[config.mk]
export PLATFORM = sky130hd
export DESIGN_NAME = radix_string_converter_unit_flat
export DESIGN_NICKNAME = d
export VERILOG_FILES = /design/src/rsc_pkg.sv /design/src/rsc_in_if.sv /design/src/rsc_out_if.sv /design/src/radix_string_converter_unit.sv /design/src/rsc_ram.sv /design/src/rsc_fifo.sv /design/src/rsc_front.sv /design/src/rsc_back.sv /design/src/flat_wrapper.sv
export VERILOG_INCLUDE_DIRS = /design/src /design/src/src
export SDC_FILE = /design/constraint.sdc
export NUM_CORES = 1
export LEC_CHECK = 0
export ABC_AREA = 1
export BUFFER_PORTS_ARGS = -buffer_cell sky130_fd_sc_hd__buf_2
export CAP_MARGIN = 20
export CORE_MARGIN = 3
export CORE_UTILIZATION = 51
export CTS_BUF_LIST = sky130_fd_sc_hd__clkbuf_2
export DETAILED_ROUTE_END_ITERATION = 16
export PLACE_DENSITY = 0.67
export SYNTH_ARGS = -nofsm -noshare
export SYNTH_HDL_FRONTEND = slang
export SYNTH_SLANG_ARGS = --single-unit
[constraint.sdc]
create_clock -name i_clk -period 18.61 [get_ports i_clk]
set_input_delay 3.722 -clock i_clk [delete_from_list [all_inputs] [get_ports i_clk]]
set_output_delay 3.722 -clock i_clk [all_outputs]
set_load 0.01 [all_outputs]
[src/radix_string_converter_unit_defines.svh]
// ============================================================================
// Radix String Converter - assertion macros
// Shared concurrent assertion helpers, compiled out when SYNTH is defined.
// ============================================================================
`ifndef RADIX_STRING_CONVERTER_UNIT_DEFINES_SVH
`define RADIX_STRING_CONVERTER_UNIT_DEFINES_SVH

`ifndef SYNTH

// same-cycle implication, disabled while reset is asserted
`define RSC_ASSERT_IMPLY(label, clk, rst_n, ante, cons) \
    label: assert property (@(posedge clk) disable iff (!(rst_n)) (ante) |-> (cons)) \
        else $error("rsc: assertion failed");

// next-cycle implication, disabled while reset is asserted
`define RSC_ASSERT_NEXT(label, clk, rst_n, ante, cons) \
    label: assert property (@(posedge clk) disable iff (!(rst_n)) (ante) |=> (cons)) \
        else $error("rsc: assertion failed");

`else

`define RSC_ASSERT_IMPLY(label, clk, rst_n, ante, cons)
`define RSC_ASSERT_NEXT(label, clk, rst_n, ante, cons)

`endif

`endif

[src/rsc_pkg.sv]
// ============================================================================
// Radix String Converter - package
// Shared types, constants and digit/character helpers.
// ============================================================================
`timescale 1ns / 1ps
`default_nettype none

package rsc_pkg;

    localparam int CHAR_W      = 8;
    localparam int BASE_W      = 6;
    localparam int DVAL_W      = 7;   // digit value incl. the "not a digit" code
    localparam int DIGIT_DEPTH = 32;
    localparam int DIGIT_AW    = $clog2(DIGIT_DEPTH);
    localparam int CNT_W       = DIGIT_AW + 1;
    localparam int DIV_STEP    = 8;   // quotient bits per divider cycle

    localparam logic [BASE_W-1:0] BASE_MIN      = 6'd2;
    localparam logic [BASE_W-1:0] BASE_MAX      = 6'd36;
    localparam logic [BASE_W-1:0] SRC_BASE_RST  = 6'd10;
    localparam logic [BASE_W-1:0] TGT_BASE_RST  = 6'd2;

    localparam logic [CHAR_W-1:0] CHAR_ZERO  = 8'h30;  // '0'
    localparam logic [CHAR_W-1:0] CHAR_NINE  = 8'h39;  // '9'
    localparam logic [CHAR_W-1:0] CHAR_UA    = 8'h41;  // 'A'
    localparam logic [CHAR_W-1:0] CHAR_UZ    = 8'h5A;  // 'Z'
    localparam logic [CHAR_W-1:0] CHAR_LA    = 8'h61;  // 'a'
    localparam logic [CHAR_W-1:0] CHAR_LZ    = 8'h7A;  // 'z'
    localparam logic [CHAR_W-1:0] DEC_RADIX  = 8'd10;
    localparam logic [DVAL_W-1:0] DVAL_NONE  = 7'd64;

    // configuration register indexes
    localparam logic CFG_SOURCE_BASE = 1'b0;
    localparam logic CFG_TARGET_BASE = 1'b1;

    typedef enum logic [1:0] {
        STAT_OK       = 2'd0,
        STAT_DIGIT    = 2'd1,
        STAT_OVERFLOW = 2'd2
    } t_status;

    function automatic logic [BASE_W-1:0] clamp_base(input logic [BASE_W-1:0] b);
        logic [BASE_W-1:0] r;
        if (b < BASE_MIN) begin
            r = BASE_MIN;
        end else if (b > BASE_MAX) begin
            r = BASE_MAX;
        end else begin
            r = b;
        end
        return r;
    endfunction

    function automatic logic [DVAL_W-1:0] ascii_value(input logic [CHAR_W-1:0] c);
        logic [DVAL_W-1:0] v;
        if (c >= CHAR_ZERO && c <= CHAR_NINE) begin
            v = DVAL_W'(c - CHAR_ZERO);
        end else if (c >= CHAR_UA && c <= CHAR_UZ) begin
            v = DVAL_W'(c - CHAR_UA + DEC_RADIX);
        end else if (c >= CHAR_LA && c <= CHAR_LZ) begin
            v = DVAL_W'(c - CHAR_LA + DEC_RADIX);
        end else begin
            v = DVAL_NONE;
        end
        return v;
    endfunction

    function automatic logic [CHAR_W-1:0] value_to_ascii(input logic [BASE_W-1:0] d);
        logic [CHAR_W-1:0] c;
        if (CHAR_W'(d) < DEC_RADIX) begin
            c = CHAR_ZERO + CHAR_W'(d);
        end else begin
            c = CHAR_UA + CHAR_W'(d) - DEC_RADIX;
        end
        return c;
    endfunction

endpackage

`default_nettype wire

[src/rsc_in_if.sv]
// ============================================================================
// Radix String Converter - input channel
// Valid/ready channel carrying one source character per transaction.
// ============================================================================
`timescale 1ns / 1ps
`default_nettype none

interface rsc_in_if;
    logic       valid;
    logic       ready;
    logic [7:0] in_char;
    logic       in_last;

    modport source (output valid, output in_char, output in_last, input ready);
    modport sink   (input valid, input in_char, input in_last, output ready);
endinterface

`default_nettype wire

[src/rsc_out_if.sv]
// ============================================================================
// Radix String Converter - output channel
// Valid/ready channel carrying one target digit or error per transaction.
// ============================================================================
`timescale 1ns / 1ps
`default_nettype none

interface rsc_out_if;
    logic       valid;
    logic       ready;
    logic [7:0] out_char;
    logic       out_last;
    logic [1:0] status;

    modport source (output valid, output out_char, output out_last, output status,
                    input ready);
    modport sink   (input valid, input out_char, input out_last, input status,
                    output ready);
endinterface

`default_nettype wire

[src/radix_string_converter_unit.sv]
// ============================================================================
// Radix String Converter Unit - top level
// Converts ASCII digit strings from one configurable radix to another.
// ============================================================================
`timescale 1ns / 1ps
`default_nettype none

// Feed the digits of one number, most significant first, one character per
// input transaction, with in_last set on the final character. Digits are
// 0-9, A-Z or a-z and must be below source_base. Characters are taken one
// per cycle while the job queue is not full and folded into a VALUE_BITS-bit
// accumulator. On the last one the number is queued for conversion and the
// block goes on taking the next number's characters; a two-entry job queue
// lets this front end run ahead of the back end. The back end divides by
// target_base with a shared iterative divider that resolves eight quotient
// bits per cycle, producing one target digit per pass over the value, and
// then replays the digit buffer through its read, load and send states per
// output transaction, waiting while the sink holds ready low. Output is
// uppercase ASCII, last digit marked. A zero value gives a single '0'. An
// invalid digit or an accumulator overflow gives one transaction with
// out_char 0, out_last 1 and status 1 or 2; characters after the first error
// are ignored up to the last mark. Register 0 is source_base and register 1
// is target_base (reset 10 and 2); values below 2 act as 2 and above 36 act
// as 36. Write them only while no number is in flight.

module radix_string_converter_unit
    import rsc_pkg::*;
#(
    parameter int VALUE_BITS = 32
) (
    input  wire logic              i_clk,
    input  wire logic              i_rst_n,
    rsc_in_if.sink                 i_in,
    rsc_out_if.source              o_out,
    input  wire logic              i_cfg_we,
    input  wire logic              i_cfg_idx,
    input  wire logic [BASE_W-1:0] i_cfg_data
);

    localparam int JOB_W = VALUE_BITS + 2;

    // config registers, stored raw and clamped on use
    logic [BASE_W-1:0] r_src_base;
    logic [BASE_W-1:0] r_tgt_base;
    logic [BASE_W-1:0] w_src_base;
    logic [BASE_W-1:0] w_tgt_base;

    // front end -> queue -> back end
    logic              w_push;
    logic [JOB_W-1:0]  w_push_job;
    logic              w_full;
    logic              w_job_valid;
    logic [JOB_W-1:0]  w_job;
    logic              w_pop;

    always_ff @(posedge i_clk) begin
        if (!i_rst_n) begin
            r_src_base <= SRC_BASE_RST;
            r_tgt_base <= TGT_BASE_RST;
        end else if (i_cfg_we) begin
            case (i_cfg_idx)
                CFG_SOURCE_BASE: r_src_base <= i_cfg_data;
                CFG_TARGET_BASE: r_tgt_base <= i_cfg_data;
                default: begin
                    r_src_base <= r_src_base;
                end
            endcase
        end
    end

    assign w_src_base = clamp_base(r_src_base);
    assign w_tgt_base = clamp_base(r_tgt_base);

    // character classification and accumulation
    rsc_front #(
        .VALUE_BITS (VALUE_BITS)
    ) u_front (
        .i_clk      (i_clk),
        .i_rst_n    (i_rst_n),
        .i_in       (i_in),
        .i_src_base (w_src_base),
        .i_full     (w_full),
        .o_push     (w_push),
        .o_job      (w_push_job)
    );

    // one job per number: {status, value}
    rsc_fifo #(
        .WIDTH (JOB_W)
    ) u_queue (
        .i_clk   (i_clk),
        .i_rst_n (i_rst_n),
        .i_push  (w_push),
        .i_data  (w_push_job),
        .o_full  (w_full),
        .o_valid (w_job_valid),
        .o_data  (w_job),
        .i_pop   (w_pop)
    );

    // radix conversion and digit emission
    rsc_back #(
        .VALUE_BITS (VALUE_BITS)
    ) u_back (
        .i_clk       (i_clk),
        .i_rst_n     (i_rst_n),
        .i_tgt_base  (w_tgt_base),
        .i_job_valid (w_job_valid),
        .i_job       (w_job),
        .o_pop       (w_pop),
        .o_out       (o_out)
    );

endmodule

`default_nettype wire

[src/rsc_ram.sv]
// ============================================================================
// Radix String Converter - generic RAM
// One write port, one read port, registered read data.
// ============================================================================
`timescale 1ns / 1ps
`default_nettype none

module rsc_ram #(
    parameter int WIDTH = 6,
    parameter int DEPTH = 32
) (
    input  wire logic                     i_clk,
    input  wire logic                     i_we,
    input  wire logic [$clog2(DEPTH)-1:0] i_waddr,
    input  wire logic [WIDTH-1:0]         i_wdata,
    input  wire logic [$clog2(DEPTH)-1:0] i_raddr,
    output logic      [WIDTH-1:0]         o_rdata
);

    logic [WIDTH-1:0] r_mem [DEPTH];
    logic [WIDTH-1:0] r_rdata;

    always_ff @(posedge i_clk) begin
        if (i_we) begin
            r_mem[i_waddr] <= i_wdata;
        end
        r_rdata <= r_mem[i_raddr];
    end

    assign o_rdata = r_rdata;

endmodule

`default_nettype wire

[src/rsc_fifo.sv]
// ============================================================================
// Radix String Converter - job queue
// Two-entry queue between the character front end and the digit back end.
// ============================================================================
`timescale 1ns / 1ps
`default_nettype none

module rsc_fifo #(
    parameter int WIDTH = 34
) (
    input  wire logic             i_clk,
    input  wire logic             i_rst_n,
    input  wire logic             i_push,
    input  wire logic [WIDTH-1:0] i_data,
    output logic                  o_full,
    output logic                  o_valid,
    output logic      [WIDTH-1:0] o_data,
    input  wire logic             i_pop
);

    logic [WIDTH-1:0] r_mem [2];
    logic             r_wp;
    logic             r_rp;
    logic [1:0]       r_cnt;

    always_ff @(posedge i_clk) begin
        if (!i_rst_n) begin
            r_wp  <= 1'b0;
            r_rp  <= 1'b0;
            r_cnt <= 2'd0;
        end else begin
            if (i_push) begin
                r_wp <= ~r_wp;
            end
            if (i_pop) begin
                r_rp <= ~r_rp;
            end
            if (i_push && !i_pop) begin
                r_cnt <= r_cnt + 2'd1;
            end else if (i_pop && !i_push) begin
                r_cnt <= r_cnt - 2'd1;
            end
        end
    end

    always_ff @(posedge i_clk) begin
        if (i_push) begin
            r_mem[r_wp] <= i_data;
        end
    end

    assign o_full  = r_cnt[1];
    assign o_valid = (r_cnt != 2'd0);
    assign o_data  = r_mem[r_rp];

endmodule

`default_nettype wire

[src/rsc_front.sv]
// ============================================================================
// Radix String Converter - front end
// Classifies source characters and accumulates the value; queues one job
// per number.
// ============================================================================
`timescale 1ns / 1ps
`default_nettype none
`include "radix_string_converter_unit_defines.svh"

module rsc_front
    import rsc_pkg::*;
#(
    parameter int VALUE_BITS = 32
) (
    input  wire logic                    i_clk,
    input  wire logic                    i_rst_n,
    rsc_in_if.sink                       i_in,
    input  wire logic [BASE_W-1:0]       i_src_base,
    input  wire logic                    i_full,
    output logic                         o_push,
    output logic      [VALUE_BITS+1:0]   o_job
);

    localparam int PW = VALUE_BITS + BASE_W + 1;

    logic [VALUE_BITS-1:0] r_acc;
    t_status               r_err;
    logic [VALUE_BITS-1:0] n_acc;
    t_status               n_err;

    logic                  w_accept;
    logic [DVAL_W-1:0]     w_dval;
    logic [PW-1:0]         w_prod;
    logic                  w_ovf;

    assign i_in.ready = !i_full;
    assign w_accept   = i_in.valid && !i_full;

    assign w_dval = ascii_value(i_in.in_char);
    // acc * base + digit; any bit above the value width means overflow
    assign w_prod = PW'(r_acc) * PW'(i_src_base) + PW'(w_dval);
    assign w_ovf  = |w_prod[PW-1:VALUE_BITS];

    always_comb begin
        n_acc = r_acc;
        n_err = r_err;
        if (r_err == STAT_OK) begin
            if (w_dval >= DVAL_W'(i_src_base)) begin
                n_err = STAT_DIGIT;
            end else if (w_ovf) begin
                n_err = STAT_OVERFLOW;
            end else begin
                n_acc = w_prod[VALUE_BITS-1:0];
            end
        end
    end

    assign o_push = w_accept && i_in.in_last;
    assign o_job  = {n_err, n_acc};

    always_ff @(posedge i_clk) begin
        if (!i_rst_n) begin
            r_acc <= '0;
            r_err <= STAT_OK;
        end else if (w_accept) begin
            if (i_in.in_last) begin
                r_acc <= '0;
                r_err <= STAT_OK;
            end else begin
                r_acc <= n_acc;
                r_err <= n_err;
            end
        end
    end

    `RSC_ASSERT_IMPLY(a_push_not_full, i_clk, i_rst_n, o_push, !i_full)
    `RSC_ASSERT_NEXT(a_clear_after_last, i_clk, i_rst_n, w_accept && i_in.in_last,
                     r_acc == '0 && r_err == STAT_OK)
    `RSC_ASSERT_NEXT(a_error_sticks, i_clk, i_rst_n,
                     w_accept && !i_in.in_last && r_err != STAT_OK,
                     r_err == $past(r_err) && r_acc == $past(r_acc))

endmodule

`default_nettype wire

[src/rsc_back.sv]
// ============================================================================
// Radix String Converter - back end
// Iterative division by the target base, digit buffer, digit emission.
// ============================================================================
`timescale 1ns / 1ps
`default_nettype none
`include "radix_string_converter_unit_defines.svh"

module rsc_back
    import rsc_pkg::*;
#(
    parameter int VALUE_BITS = 32
) (
    input  wire logic                    i_clk,
    input  wire logic                    i_rst_n,
    input  wire logic [BASE_W-1:0]       i_tgt_base,
    input  wire logic                    i_job_valid,
    input  wire logic [VALUE_BITS+1:0]   i_job,
    output logic                         o_pop,
    rsc_out_if.source                    o_out
);

    localparam int DIV_CYC = (VALUE_BITS + DIV_STEP - 1) / DIV_STEP;
    localparam int DIV_W   = DIV_CYC * DIV_STEP;
    localparam int DC_W    = (DIV_CYC > 1) ? $clog2(DIV_CYC) : 1;

    typedef enum logic [2:0] {
        S_IDLE,
        S_DIV,
        S_READ,
        S_LOAD,
        S_SEND
    } t_state;

    t_state                r_state;
    logic [DIV_W-1:0]      r_num;     // dividend shifting out, quotient shifting in
    logic [BASE_W-1:0]     r_rem;
    logic [DC_W-1:0]       r_dcyc;
    logic [CNT_W-1:0]      r_cnt;
    logic [DIGIT_AW-1:0]   r_idx;
    logic                  r_out_valid;
    logic [CHAR_W-1:0]     r_out_char;
    logic                  r_out_last;
    t_status               r_out_status;

    logic [DIV_W-1:0]      n_num;
    logic [BASE_W-1:0]     n_rem;
    logic [BASE_W:0]       w_trial;
    logic                  w_last_cyc;
    logic [CNT_W-1:0]      w_cnt_inc;
    logic [BASE_W-1:0]     w_rdata;
    t_status               w_job_err;

    // eight restoring division steps on the narrow remainder
    always_comb begin
        n_num   = r_num;
        n_rem   = r_rem;
        w_trial = '0;
        for (int k = 0; k < DIV_STEP; k++) begin
            w_trial = {n_rem, n_num[DIV_W-1]};
            n_num   = {n_num[DIV_W-2:0], 1'b0};
            if (w_trial >= {1'b0, i_tgt_base}) begin
                n_rem    = BASE_W'(w_trial - {1'b0, i_tgt_base});
                n_num[0] = 1'b1;
            end else begin
                n_rem = w_trial[BASE_W-1:0];
            end
        end
    end

    assign w_last_cyc = (r_state == S_DIV) && (r_dcyc == '0);
    assign w_cnt_inc  = r_cnt + 1'b1;
    assign w_job_err  = t_status'(i_job[VALUE_BITS+1:VALUE_BITS]);
    assign o_pop      = (r_state == S_IDLE) && i_job_valid;

    rsc_ram #(
        .WIDTH (BASE_W),
        .DEPTH (DIGIT_DEPTH)
    ) u_digits (
        .i_clk   (i_clk),
        .i_we    (w_last_cyc),
        .i_waddr (r_cnt[DIGIT_AW-1:0]),
        .i_wdata (n_rem),
        .i_raddr (r_idx),
        .o_rdata (w_rdata)
    );

    always_ff @(posedge i_clk) begin
        if (!i_rst_n) begin
            r_state     <= S_IDLE;
            r_out_valid <= 1'b0;
        end else begin
            case (r_state)
                S_IDLE: begin
                    if (i_job_valid) begin
                        if (w_job_err != STAT_OK) begin
                            r_out_char   <= '0;
                            r_out_last   <= 1'b1;
                            r_out_status <= w_job_err;
                            r_out_valid  <= 1'b1;
                            r_state      <= S_SEND;
                        end else begin
                            r_num   <= DIV_W'(i_job[VALUE_BITS-1:0]);
                            r_rem   <= '0;
                            r_dcyc  <= DC_W'(DIV_CYC - 1);
                            r_cnt   <= '0;
                            r_state <= S_DIV;
                        end
                    end
                end
                S_DIV: begin
                    r_num <= n_num;
                    if (r_dcyc == '0) begin
                        r_cnt <= w_cnt_inc;
                        if (n_num == '0) begin
                            r_idx   <= r_cnt[DIGIT_AW-1:0];
                            r_state <= S_READ;
                        end else if (w_cnt_inc == CNT_W'(DIGIT_DEPTH)) begin
                            // more digits than the buffer holds
                            r_out_char   <= '0;
                            r_out_last   <= 1'b1;
                            r_out_status <= STAT_OVERFLOW;
                            r_out_valid  <= 1'b1;
                            r_state      <= S_SEND;
                        end else begin
                            // next digit starts from a clear remainder
                            r_rem  <= '0;
                            r_dcyc <= DC_W'(DIV_CYC - 1);
                        end
                    end else begin
                        r_rem  <= n_rem;
                        r_dcyc <= r_dcyc - 1'b1;
                    end
                end
                S_READ: begin
                    r_state <= S_LOAD;
                end
                S_LOAD: begin
                    r_out_char   <= value_to_ascii(w_rdata);
                    r_out_last   <= (r_idx == '0);
                    r_out_status <= STAT_OK;
                    r_out_valid  <= 1'b1;
                    r_state      <= S_SEND;
                end
                S_SEND: begin
                    if (o_out.ready) begin
                        r_out_valid <= 1'b0;
                        if (r_out_last) begin
                            r_state <= S_IDLE;
                        end else begin
                            r_idx   <= r_idx - 1'b1;
                            r_state <= S_READ;
                        end
                    end
                end
                default: begin
                    r_state     <= S_IDLE;
                    r_out_valid <= 1'b0;
                end
            endcase
        end
    end

    assign o_out.valid    = r_out_valid;
    assign o_out.out_char = r_out_char;
    assign o_out.out_last = r_out_last;
    assign o_out.status   = r_out_status;

    `RSC_ASSERT_IMPLY(a_error_shape, i_clk, i_rst_n,
                      r_out_valid && r_out_status != STAT_OK,
                      r_out_char == '0 && r_out_last)
    `RSC_ASSERT_IMPLY(a_digit_room, i_clk, i_rst_n, r_state == S_DIV,
                      r_cnt < CNT_W'(DIGIT_DEPTH))
    `RSC_ASSERT_IMPLY(a_valid_in_send, i_clk, i_rst_n, 1'b1,
                      (r_state == S_SEND) == r_out_valid)

endmodule

`default_nettype wire
[src/flat_wrapper.sv]
// flat-port wrapper written by rule: the top's interface ports become plain ports
module radix_string_converter_unit_flat import rsc_pkg::*;
#(
    parameter int VALUE_BITS = 32
)
  (i_clk, i_rst_n, i_cfg_we, i_cfg_idx, i_cfg_data, i_in_valid, i_in_in_char, i_in_in_last, i_in_ready, o_out_valid, o_out_out_char, o_out_out_last, o_out_status, o_out_ready);
  rsc_in_if i_in_i ();
  rsc_out_if o_out_i ();
  input  wire logic i_clk;
  input  wire logic i_rst_n;
  input  wire logic i_cfg_we;
  input  wire logic i_cfg_idx;
  input  wire logic [BASE_W-1:0] i_cfg_data;
  input wire logic [$bits(i_in_i.valid)-1:0] i_in_valid;
  input wire logic [$bits(i_in_i.in_char)-1:0] i_in_in_char;
  input wire logic [$bits(i_in_i.in_last)-1:0] i_in_in_last;
  output wire logic [$bits(i_in_i.ready)-1:0] i_in_ready;
  output wire logic [$bits(o_out_i.valid)-1:0] o_out_valid;
  output wire logic [$bits(o_out_i.out_char)-1:0] o_out_out_char;
  output wire logic [$bits(o_out_i.out_last)-1:0] o_out_out_last;
  output wire logic [$bits(o_out_i.status)-1:0] o_out_status;
  input wire logic [$bits(o_out_i.ready)-1:0] o_out_ready;
  assign i_in_i.valid = i_in_valid;
  assign i_in_i.in_char = i_in_in_char;
  assign i_in_i.in_last = i_in_in_last;
  assign i_in_ready = i_in_i.ready;
  assign o_out_valid = o_out_i.valid;
  assign o_out_out_char = o_out_i.out_char;
  assign o_out_out_last = o_out_i.out_last;
  assign o_out_status = o_out_i.status;
  assign o_out_i.ready = o_out_ready;
  radix_string_converter_unit #(.VALUE_BITS(VALUE_BITS)) u_core (.i_clk(i_clk), .i_rst_n(i_rst_n), .i_in(i_in_i), .o_out(o_out_i), .i_cfg_we(i_cfg_we), .i_cfg_idx(i_cfg_idx), .i_cfg_data(i_cfg_data));
endmodule
Word level (Yosys, flattened, before mapping)
Memory sizes are Yosys's and may differ from the RTL's. A register that Yosys moved wholly into a read port is not among the register bits.
Cells that the tools add are included.
Cells by class
  reduce and logical (&&, ||, !) cells: 33
  order comparisons: 20
  muxes and demuxes: 90
  eq/ne operators: 17
  add/sub/neg operators: 22
  bitwise gates (word level): 4
  multipliers: 1
Operator list (number)
  2-to-1 mux 32 bit: 6
  2-to-1 mux 6 bit: 18
  case mux 32 bit (2 select lines): 1
  >= comparator 7 x 6 -> 1 bit: 9
  2-to-1 mux 8 bit: 6
  subtractor 6 bit: 8
  adder 38 x 7 -> 39 bit: 1
  multiplier 32 x 6 -> 38 bit: 1
  2-to-1 mux 2 bit: 17
  logical NOT 32 bit: 1
  case mux 6 bit (2 select lines): 2
  case mux 8 bit (3 select lines): 1
  2-to-1 mux 7 bit: 3
  2-to-1 mux 1 bit: 20
  2-to-1 mux 5 bit: 4
  2-to-1 mux 3 bit: 6
  >= comparator 8 x 7 -> 1 bit, second input constant: 2
  less-or-equal comparator 8 x 7 -> 1 bit, second input constant: 2
  case mux 3 bit (5 select lines): 1
  adder 7 x 4 -> 7 bit, second input constant: 2
  AND reduction 7 bit: 2
  subtractor 7 bit, second input constant: 2
  > comparator 6 bit, second input constant: 2
  < comparator 6 x 2 -> 1 bit, second input constant: 2
  other kinds (37): 68
Storage, ports and cells
  input bits: 21
  register bits after elaboration: 116
  bits in writable memories: 260
  output and inout bits: 13
  memories kept: 2
Memory list
  u_core.u_back.u_digits.r_mem: depth 32, bits a word 6, read ports 1, clocked after Yosys merged registers in 1, wr ports 1, RTL line rsc_ram.sv:20  | logic [WIDTH-1:0] r_mem [DEPTH];
  u_core.u_queue.r_mem: depth 2, bits a word 34, read ports 1, clocked after Yosys merged registers in 1, wr ports 1, RTL line rsc_fifo.sv:21  | logic [WIDTH-1:0] r_mem [2];

Depth between registers and ports, before layout
  depth in word-level cells: 23
  gate-level depth with buffers: 93

Modules after synthesis
A second synthesis with hierarchy kept.
Second synthesis, totals
  cells, all modules: 3254
  area total of the unflattened synthesis: 27472.6 µm²
Modules (own cells, without submodules)
  rsc_front: area each 10049.6 µm², seq. area each 680.7 µm², times used 1, cells an instance 1553
  rsc_ram: area each 8077.7 µm², seq. area each 5885.6 µm², times used 1, cells an instance 704
  rsc_back: area each 5947.0 µm², seq. area each 1911.8 µm², times used 1, cells an instance 771
  rsc_fifo: area each 2832.7 µm², seq. area each 2142.1 µm², times used 1, cells an instance 140
  radix_string_converter_unit: area each 565.5 µm², seq. area each 240.2 µm², times used 1, cells an instance 86

Worst setup path after synthesis
No wires, ideal clock.
  path type: register to register
  start: register u_core.r_tgt_base[3]
  end: memory u_core.u_back.u_digits.r_mem[0][0], data pin
  data required time: 18.233 ns
  cell stages (with the launch flop): 86
  path buffers: 1
  data arrival time: 14.212 ns
  clock period less this slack: 14.589 ns
  path slack: 4.021 ns
  path through: dfxtp_1 -> o21ai_0 -> inv_1 -> a31oi_1 -> inv_1 -> o21ai_0 -> inv_1 -> ha_1 -> nand3_1 -> nand2_2 -> nand2_4 -> nand3_4 -> nand2_1 -> nand2_1 -> ha_1 -> nand2_1 -> nor2_1 -> a31oi_1 -> [... 50 more ...] -> o21ai_0 -> a21oi_1 -> nand3_4 -> inv_2 -> nand2_1 -> o21ai_0 -> ha_1 -> a21oi_1 -> nand2_1 -> a21oi_1 -> o21bai_1 -> nand2_1 -> nand2_1 -> nor2_4 -> nand2_4 -> nand2_1 -> inv_1 -> a21oi_1
Between the ends
  longest elaborated chain between the ends: 19
Ends and longest elaborated chain
  start: declaration: RTL line radix_string_converter_unit.sv:44  | logic [BASE_W-1:0] r_tgt_base;
  start signal: assignment: RTL line radix_string_converter_unit.sv:63  | CFG_TARGET_BASE: r_tgt_base <= i_cfg_data;
  > comparator 6 bit: RTL line rsc_pkg.sv:46  | end else if (b > BASE_MAX) begin
  2-to-1 mux 6 bit: RTL line rsc_pkg.sv:46
  2-to-1 mux 6 bit *: RTL line rsc_pkg.sv:44  | if (b < BASE_MIN) begin
  subtractor 6 bit or >= comparator 7 x 6 -> 1 bit (tied branches): RTL line rsc_back.sv:63, rsc_back.sv:62
  2-to-1 mux 6 bit: RTL line rsc_back.sv:62  | if (w_trial >= {1'b0, i_tgt_base}) begin
  subtractor 6 bit or >= comparator 7 x 6 -> 1 bit (tied branches): RTL line rsc_back.sv:63, rsc_back.sv:62
  2-to-1 mux 6 bit: RTL line rsc_back.sv:62
  subtractor 6 bit or >= comparator 7 x 6 -> 1 bit (tied branches): RTL line rsc_back.sv:63, rsc_back.sv:62
  [... 4 more ...]
  2-to-1 mux 6 bit: RTL line rsc_back.sv:62
  subtractor 6 bit or >= comparator 7 x 6 -> 1 bit (tied branches): RTL line rsc_back.sv:63, rsc_back.sv:62
  2-to-1 mux 6 bit: RTL line rsc_back.sv:62
  >= comparator 7 x 6 -> 1 bit or subtractor 6 bit (tied branches): RTL line rsc_back.sv:62, rsc_back.sv:63
  2-to-1 mux 6 bit: RTL line rsc_back.sv:62
  >= comparator 7 x 6 -> 1 bit: RTL line rsc_back.sv:62
  2-to-1 mux 6 bit *: RTL line rsc_back.sv:62
  named net u_core.u_back.n_rem[0]: RTL line rsc_back.sv:47  | logic [BASE_W-1:0] n_rem;
  end: declaration: RTL line rsc_ram.sv:20
The timed path passes the listed nets; every way through them passes the cells marked *.

Worst setup path after layout
  start: register u_core.r_tgt_base[3]
  end: memory u_core.u_back.u_digits.r_mem[88][1], in the netlist u_core.u_back.u_digits.r_mem[11][1], data pin
Between the ends
  longest elaborated chain between the ends: 19
Ends and longest elaborated chain (RTL line)
  > comparator 6 bit: rsc_pkg.sv:46
  2-to-1 mux 6 bit: rsc_pkg.sv:46
  2-to-1 mux 6 bit *: rsc_pkg.sv:44
  subtractor 6 bit or >= comparator 7 x 6 -> 1 bit (tied branches): rsc_back.sv:63, rsc_back.sv:62
  2-to-1 mux 6 bit: rsc_back.sv:62
  subtractor 6 bit or >= comparator 7 x 6 -> 1 bit (tied branches): rsc_back.sv:63, rsc_back.sv:62
  2-to-1 mux 6 bit: rsc_back.sv:62
  subtractor 6 bit or >= comparator 7 x 6 -> 1 bit (tied branches): rsc_back.sv:63, rsc_back.sv:62
  [... 4 more ...]
  2-to-1 mux 6 bit: rsc_back.sv:62
  subtractor 6 bit or >= comparator 7 x 6 -> 1 bit (tied branches): rsc_back.sv:63, rsc_back.sv:62
  2-to-1 mux 6 bit: rsc_back.sv:62
  >= comparator 7 x 6 -> 1 bit or subtractor 6 bit (tied branches): rsc_back.sv:62, rsc_back.sv:63
  2-to-1 mux 6 bit: rsc_back.sv:62
  subtractor 6 bit or >= comparator 7 x 6 -> 1 bit (tied branches): rsc_back.sv:63, rsc_back.sv:62
  2-to-1 mux 6 bit *: rsc_back.sv:62
  named net u_core.u_back.n_rem[1]: rsc_back.sv:47
Marks and branches as above.

==> summary.txt <==
Delay-heaviest family, CP = compound AO/OA/AOI/OAI gates
Initial antenna violation count = 3
Max-slew violations = 0
Setup violators final = 0
Post-Syn Instances = 2772
Post-DRT Antenna Nets = 0
Reg clk slew, reported paths = 110 ps
Maxcap violations = 0
Status = finished, final reports clean
# DRC = 0
Count of state elements after synthesis = 382
Asr flop ratio synth = 0%
CTS sink count = 382
H-Tree Depth = 3
Post-route cell area = 0.0270 mm^2
Post-Syn Nets = 3084
Cell Area, Placed = 0.0260 mm^2
CTS tree = built
CP endpoint kind = flip-flop
Critical path launch point type = flip-flop
Largest net degree at the start of global routing = 74
GP Congestion = 0.907
Critical Path AT = 16100 ps
Cts bufs inserted = 93
CP max stage cell = nor2_1
Achievable Freq = 65.4 MHz
Number of flops mapped to enable cells by yosys = 321
Ports = 34
Ranking of synthesized cells by area = edfxtp_1 38%, fa_1 11%, nand2_1 8.4%
WL/cell = 17.7 um
Area Growth Syn to Fin = 6.51%
Die X = 229 um
Initial Utilization = 51.7%
Final setup margin = 3320 ps
Final hold vios = 0
Fin Setup TNS = 0 ps
Core ar. = 0.0490 mm^2
Routed WL = 62.8 mm
Die area = 0.0523 mm^2
Core Rows = 81
Clock skew = 87.4 ps
Setup Fix Bufs, Post-CTS = 0
Reg area = 0.0109 mm^2
Final nets = 3121
Clock latency on the worst-skew pair = 1000 ps
Setup Crit Path Kind = flip-flop to flip-flop
Grt total ovfl = 0
CP Buf/Inv Count = 13
WHS Path Cells = 2
Vias post-DR = 19800
Mean post-synth cell area = 9.13 um^2
Worst hold path class = flip-flop to flip-flop
Fill cells = 4474
DP Worst Slack = 2500 ps
Maximum root-to-sink buffer count = 3
PostCTS Resize Cnt = 0
Vias per inst = 5.59
Die height = 229 um
DR pass1 iterations = 6
Slew headroom = 28.7%
Most frequent CP cell = nand2_1
Post-synthesis sequential area ratio = 42.9%
CP max stage delay = 700 ps
Mapped Area = 0.0253 mm^2
First-pass GRT wire length = 102 mm
# hold bufs at CTS = 0
Worst reg2reg path depth = 86
Initial DRC Count = 1648
Main synth FF type = edfxtp_1
Synth Warn # = 0
Layout cells sized above 1 = 8.99%
Library cells used by synthesis = 63
Critical Path RT = 19420 ps
Most common cell in the netlist = nand2_1
Vias in the first global route = 20000
Clock root buffer = clkbuf_2
RSZ-0062 raised after global routing = false
Worst slew pin tran = 1060 ps
DP Wirelength = 43.7 mm
Worst path depth = 86
Final period util = 82.2%
Post-route minimum period = 15290 ps
GRT Util Overall = 24.2%
Port Buf Inserts = 32
Cell taking the most area after synthesis = edfxtp_1
Post-synth top area share = 38.1%
Area occupied by multi-input gates = 0.0128 mm^2
Crit-path max FO = 17
Synth cell count leaders = 567 x nand2_1, 331 x nor2_1, 322 x inv_1, 321 x edfxtp_1, 220 x o21ai_0
## metrics by stage
stage          hold WS [ps]  cells  utilization [%]
2_1_floorplan           442   2772                -
3_3_place_gp            456   3374             53.2
3_5_place_dp            466   3374             53.2
4_1_cts                 483   3542             54.9
5_1_grt                 515   3547             55.1
6_report                482   3548             55.1
## metal layers
layer | routed length, um | track usage [%] | vias up
li1 | - | - | 9427
met1 | 26500 | 31.5 | 9612
met2 | 30100 | 40.5 | 662
met3 | 4550 | 4.39 | 126
met4 | 1630 | 8.94 | 0
met5 | 0 | 0 | -
## worst reg2reg max path: cells and delay by family (launching register included)
family                     cells  cell delay (ps)
AOI/OAI and AO/OA             32             5810
adders and majority gates      9             3080
buffers and inverters         13             1610
DFF                            1              350
and+or+nand+nor               32             4290
## registers in the layout, summed over array words and instances, names as in the netlist, 3 cells and up, named ones only
register,count
u_core.r_src_base,6
u_core.u_queue.r_mem,68
u_core.u_back.r_cnt,6
u_core.r_tgt_base,6
u_core.u_back.r_rem,6
u_core.u_back.u_digits.o_rdata,6
u_core.u_front.r_acc,32
u_core.u_back.o_out.out_char,7
u_core.u_back.u_digits.r_mem,192
u_core.u_back.r_num,32
u_core.u_back.r_idx,5
u_core.u_back.r_state,3
## placed cells by master, fill, tap and decap left out, types with 9 or more instances in the layout
| cell | instances |
|---|---|
| xnor2_1 | 35 |
| nor3_1 | 10 |
| fa_1 | 133 |
| ha_1 | 158 |
| clkbuf_2 | 127 |
| a21oi_1 | 132 |
| nand3_1 | 71 |
| buf_2 | 32 |
| a31oi_1 | 45 |
| dfxtp_1 | 61 |
| clkinv_2 | 10 |
| o22ai_1 | 22 |
| o21ai_0 | 219 |
| edfxtp_1 | 321 |
| buf_4 | 22 |
| nor2_1 | 326 |
| nand4_1 | 26 |
| clkinv_1 | 28 |
| o21a_1 | 11 |
| nand3_4 | 9 |
| xor2_1 | 42 |
| nand2_1 | 567 |
| inv_1 | 320 |
| nand2_2 | 12 |
| o21ai_1 | 9 |
| o221ai_1 | 30 |
## final cells by class
cell class / count / area share (%)
multi-input cells: 1944 / 47.3
flip-flops and latches: 382 / 40.3
inverters: 331 / 4.62
well taps: 664 / 3.08
clock buffers: 127 / 2.36
repair buffers: 57 / 1.42
clock inverters: 41 / 0.859
diodes: 2 / 0.0186
## cell families (layout without fill, tap and decap cells)
kind of cell / count (synthesis) / in the layout / share of synthesized area, %
muxes: 2 / 2 / 0.0791
adders and majority gates: 291 / 291 / 18.3
DFF: 382 / 382 / 42.9
and+or+nand+nor: 1061 / 1061 / 17.7
other: 1 / 3 / 0.0148
buffers and inverters: 446 / 556 / 6.72
xor gates and xnor gates: 77 / 77 / 2.66
AOI/OAI and AO/OA: 512 / 512 / 11.6
## worst paths after layout
path	from	to	slack [ps]
worst min register to register	u_core.r_tgt_base[0]$_SDFFE_PN0P_	u_core.r_tgt_base[0]$_SDFFE_PN0P_	480
worst min-delay path	u_core.r_tgt_base[0]$_SDFFE_PN0P_	u_core.r_tgt_base[0]$_SDFFE_PN0P_	480
worst max-delay path	u_core.r_tgt_base[3]$_SDFFE_PN0P_	u_core.u_back.u_digits.r_mem[11][1]$_DFFE_PP_	3320
worst max register to register	u_core.r_tgt_base[3]$_SDFFE_PN0P_	u_core.u_back.u_digits.r_mem[11][1]$_DFFE_PP_	3320
Power is not shown: default switching activity piles up to over one toggle a cycle in this logic, so the estimate is an artifact.
